$ cat src/hdl/chm_pkg.sv
`timescale 1ns / 1ps
// ----------------------------------------------------------------------------
// chm_pkg
// Shared widths, reset values, operation codes and sequencer states for the
// chained hash map.
// ----------------------------------------------------------------------------
package chm_pkg;

  localparam int KEY_W          = 16;
  localparam int VAL_W          = 16;
  localparam int CAP_W          = 11;
  localparam int CAP_RESET      = 1024;
  localparam int POOL_NODES_DEF = 1024;
  localparam int BUCKETS_DEF    = 397;

  typedef enum logic {
    OP_INSERT = 1'b0,
    OP_LOOKUP = 1'b1
  } op_t;

  typedef enum logic [2:0] {
    ST_CLEAR,
    ST_IDLE,
    ST_HASH,
    ST_BUCKET,
    ST_HEAD,
    ST_HEAD_CHK,
    ST_NODE_CHK,
    ST_RESP
  } state_t;

endpackage

$ cat src/hdl/chm_mod_step.sv
`timescale 1ns / 1ps
// ----------------------------------------------------------------------------
// chm_mod_step
// Bucket index unit: one shared multiplier used in two passes to form
// key mod BUCKETS, first for the quotient, then for the remainder.
// ----------------------------------------------------------------------------
module chm_mod_step import chm_pkg::*; #(
  parameter int BUCKETS = BUCKETS_DEF
) (
  input  logic                                             sel_rem,
  input  logic [KEY_W-1:0]                                 key,
  input  logic [KEY_W-1:0]                                 quot_in,
  output logic [KEY_W-1:0]                                 quot_out,
  output logic [((BUCKETS > 1) ? $clog2(BUCKETS) : 1)-1:0] rem_out
);

  localparam int BKT_W  = (BUCKETS > 1) ? $clog2(BUCKETS) : 1;
  // reciprocal rounded up with KEY_W + BKT_W fraction bits: exact for any key
  localparam int SHIFT  = KEY_W + BKT_W;
  localparam int MUL_W  = KEY_W + 2;
  localparam int PROD_W = KEY_W + MUL_W;
  localparam logic [MUL_W-1:0] MUL_C =
    MUL_W'(((64'd1 << SHIFT) + 64'(BUCKETS) - 64'd1) / 64'(BUCKETS));
  localparam logic [MUL_W-1:0] BKT_C = MUL_W'(BUCKETS);

  logic [KEY_W-1:0]  mul_a;
  logic [MUL_W-1:0]  mul_b;
  logic [PROD_W-1:0] prod;
  logic [KEY_W-1:0]  diff;

  // first pass: key times reciprocal; second pass: quotient times bucket count
  always_comb begin
    mul_a    = sel_rem ? quot_in : key;
    mul_b    = sel_rem ? BKT_C : MUL_C;
    prod     = PROD_W'(mul_a) * PROD_W'(mul_b);
    quot_out = KEY_W'(prod >> SHIFT);
    diff     = key - prod[KEY_W-1:0];
    rem_out  = diff[BKT_W-1:0];
  end

endmodule

$ cat config.mk
export PLATFORM = sky130hd
export DESIGN_NAME = chm_mod_step
export DESIGN_NICKNAME = d
export VERILOG_FILES = /design/src/hdl/chm_pkg.sv /design/src/hdl/chm_mod_step.sv
export SDC_FILE = /design/constraint.sdc
export NUM_CORES = 1
export LEC_CHECK = 0
export ABC_AREA = 1
export BUFFER_PORTS_ARGS = -buffer_cell sky130_fd_sc_hd__buf_2
export CORE_UTILIZATION = 45
export DETAILED_ROUTE_END_ITERATION = 6
export SYNTH_ARGS = -nofsm -noshare
export SYNTH_HDL_FRONTEND = slang
export SYNTH_SLANG_ARGS = --single-unit
$ cat constraint.sdc
create_clock -name vclk -period 18.5
set_clock_uncertainty 0.2 [all_clocks]
set_input_delay 1.85 -clock vclk [all_inputs]
set_output_delay 1.85 -clock vclk [all_outputs]
set_load 0.02 [all_outputs]
# Word-level counts from Yosys, hierarchy flattened
# Index checks and enable logic that the tools add are counted.
# W data, S select, Z words.
[totals]
in_bits = 33
word_cells = 4
output_inout_bits = 25
regBits = 0
[op_classes]
n_mul = 1
n_addsub = 1
muxes = 2
[op_table]
columns = ["cell", "n"]
rows = [
  ["$mul A16 B17 Y33", 1],
  ["$mux W17", 1],
  ["$mux W16", 1],
  ["$sub A9 B9 Y9", 1],
]

# Longest topological paths before layout
[depth]
word_depth = 3
depth_mapped = 28
depth_no_buf = 26

# Worst setup path after synthesis
# No wires, ideal clock.
[synth_timing]
path_type = "input port to output port"
start = "in sel_rem"
end = "out quot_out[4]"
required_time_ns = 16.450
arrival_ns = 6.533
setup_slack_ns = 9.917
path_buffers = 3
stages = 25
cell_sequence = "buf_2 buf_2 buf_2 nor2_1 ha_1 inv_1 fa_1 fa_1 inv_1 fa_1 fa_1 inv_1 fa_1 inv_1 ha_1 nand2_1 inv_1 nand2_1 nor2_1 nand3_1 nor2_1 nand2_1 nand2_1 nand2_1 nand2_1"
[synth_between]
elab_chain_cells = 2
word_cells_on_any_way = 3
cone_classes = "mul: 1; mux: 2"
[synth_rtl]
columns = ["item", "line", "source"]
rows = [
  ["start, declared", "chm_mod_step.sv:10", "input logic sel_rem,"],
  ["$mux W16 / $mux W17 (equally long branches)", "chm_mod_step.sv:33, chm_mod_step.sv:34", ""],
  ["$mul A16 B17 Y33 *", "chm_mod_step.sv:35", "prod = PROD_W'(mul_a) * PROD_W'(mul_b);"],
  ["end, declared", "chm_mod_step.sv:13", "output logic [KEY_W-1:0] quot_out,"],
]
# Every way passes the cells marked *; elsewhere a longest branch is shown, timed or not.

# Worst setup path in the final report
[layout_timing]
start = "in sel_rem"
end = "out quot_out[7]"
# The elaborated chain is that of the path after synthesis.

==> results.py <==
metrics = {
    "power_and_ir_drop": {
        "power_density_mw_per_mm2": 129,
        "power.share.clock": 0,
        "vdd_ir_drop_max_v": 0.000105,
        "power.share.sequential": 0,
        "swShare": 0.636,
        "static-leakage-power_nw": 4.58,
        "power.share.combinational": 1.000,
        "p_int_w": 0.000330,
        "switching_power_w": 0.000576,
    },
    "routing": {
        "drt_pre_antenna_iters": 5,
        "postRouteWirelength_mm": 14.4,
        "detail-route-antenna-nets": 0,
        "route.detailed.drc": 0,
        "initialDrtViolationCount": 268,
        "route.detailed.wl_per_inst_um": 12.6,
        "post_drt_via_cell_ratio": 4.53,
        "detailroute.via_count": 5159,
    },
    "critical_path": {
        "type_of_the_worst_setup_path": "in -> out",
        "worstSetupStartpointType": "input port",
        "critPathMaxStageDelay_ns": 0.56,
        "worst_path_max_delay_cell": "buf_2",
        "cp-end-kind": "primary output",
        "critical_path_required_ns": 16.45,
        "gate_family_responsible_for_the_most_delay_along_the_worst_path": "adder cells",
        "worst-path-buf-inv": 7,
        "critical_path.most_common_cell": "nand2_1",
        "crit_path_max_fanout": 44,
        "arrival_time_at_the_worst_endpoint_ns": 7.29,
    },
    "floorplan": {
        "coreArea_mm2": 0.0140,
        "die_outline_area_mm2": 0.0151,
        "fp-row-count": 43,
        "height_of_the_die_um": 123,
        "die_w_um": 123,
        "initial_utilization": 0.468,
        "io-pin-count": 58,
    },
    "yosys": {
        "synth.yosys.warnings": 0,
        "total_standard_cell_area_after_synthesis_mm2": 0.00657,
        "syn_area_per_cell_um2": 7.25,
        "synth_area_leader_cell": "fa_1",
        "yosysTopAreaCellShare": 0.298,
        "seq_area_frac_synth": 0,
        "synth.distinct_cells": 25,
        "syn-instance-count": 907,
        "synth_top_cells_by_area": "fa_1, ha_1, inv_1",
    },
    "sta": {
        "fin_tns_setup_ns": 0,
        "timing.final.ws_setup_ns": 9.16,
        "timing.final.hold_violations": 0,
        "setup_repair_after_global_routing_missed_its_margin": "no",
        "worst_case_headroom_to_the_max_slew_limit": 0.511,
        "worst_slew_pin_slew_ns": 0.734,
        "finalSetupViolCount": 0,
        "slew_viol_final": 0,
        "finalCritPeriodShare": 0.505,
        "post-route-min-period_ns": 9.34,
        "maxClockFrequency_mhz": 107,
    },
    "global_routing": {
        "grt_remaining_overflow": 0,
        "antenna_found_initial": 0,
        "grt_max_degree": 45,
        "first_pass_grt_wire_length_mm": 24.8,
        "number_of_global_route_vias_before_repair": 5119,
        "grt_util_overall": 0.209,
    },
    "run": {
        "drv_cap": 0,
    },
    "cts": {
        "ctsResizeCount": 0,
        "post-cts-setup-buffers": 0,
        "cts-hold-fix-buffers": 0,
    },
    "layout": {
        "layout-drive-gt1-share": 0.0615,
        "count_of_clock_buffers_in_the_final_design": 0,
        "num_antenna_cells": 0,
        "seq_area_um2": 0,
        "finalNetCount": 1246,
        "nFlopsAndLatches": 0,
        "flow.area_growth_from_synthesis_pct": 6.81,
        "fillerInstances": 1461,
    },
    "outcome": {
        "run_status": "completed",
    },
    "placement": {
        "dpl.hpwl_mm": 13.6,
        "finalWeightedCongestion": 0.930,
        "port_buffers": 50,
        "post-place-ws_ns": 9.22,
    },
    "worst_hold_path": {
        "min-delay-path-class": "in -> out",
    },
}
## Yosys cell counts
master and count:
a21o_1 1, a21oi_1 20, buf_2 4, buf_4 8, clkbuf_1 1, conb_1 2, fa_1 98, ha_1 154
inv_1 284, nand2_1 208, nand2_2 3, nand3_1 24, nand3b_1 1, nand4_1 3, nor2_1 56, nor2_2 3
nor2_4 1, nor3_1 4, o21ai_0 15, o21ai_1 1, o21ai_2 1, o21bai_1 3, or2_2 1, xnor2_1 5
xor2_1 6
## metrics by stage
stage          cell area (µm²)   util  total power [W]  std cells  hold slack, ns
2_1_floorplan             6630      -         0.000684        922            3.76
3_3_place_gp              7020  0.500         0.000910       1139            3.98
3_5_place_dp              7020  0.500         0.000904       1139            3.97
4_1_cts                   7020  0.500         0.000915       1139            3.97
5_1_grt                   7020  0.500          0.00106       1139            4.00
6_report                  7020  0.500         0.000905       1139            3.97
## power by group through the flow
stage	Combinational [W]	Sequential, W	Clock [W]
after global placement	0.000910	0	0
after CTS	0.000915	0	0
after floorplan	0.000684	0	0
after global routing	0.00106	0	0
final	0.000905	0	0
after detailed placement	0.000904	0	0
## cell type report
type                            count  area, µm²  area share
Timing Repair Buffer               50        250      0.0356
Multi-Input combinational cell    625       5480       0.780
Tap cell                          180        225      0.0321
Inverter                          284       1070       0.152
## cells in the final DEF, fill, tap and decap left out
master and count:
nor2_1 56, ha_1 154, nand2_2 3, nand3b_1 1
fa_1 98, xnor2_1 5, xor2_1 6, o21ai_1 1
o21ai_2 1, a21oi_1 20, o21bai_1 3, buf_2 50
conb_1 17, nor3_1 4, nand3_1 24, a21o_1 1
inv_1 284, nand2_1 208, or2_2 1, nor2_2 3
nor2_4 1, o21ai_0 15, nand4_1 3
## path summary, 6_finish.rpt
| check | startpoint | end | slack [ns] | cells past startpoint |
|---|---|---|---|---|
| worst max-delay path | sel_rem | quot_out[7] | 9.16 | 25 |
| worst min-delay path | key[0] | rem_out[0] | 3.97 | 5 |
## kinds of logic after synthesis
logic type	after synthesis	synth area share
xor gates and xnor gates	11	0.0147
and+or+nand+nor	304	0.184
buffers and inverters	297	0.175
other	2	0.00114
adders and majority gates	252	0.592
AOI/OAI and AO/OA	41	0.0333
## routing by layer
metal  GRT usage  share of wire
met5           0              0
met4     0.00610         0.0024
met3     0.00836          0.026
met2       0.329           0.43
met1       0.330           0.54
Power figures use the tool's default switching activity.
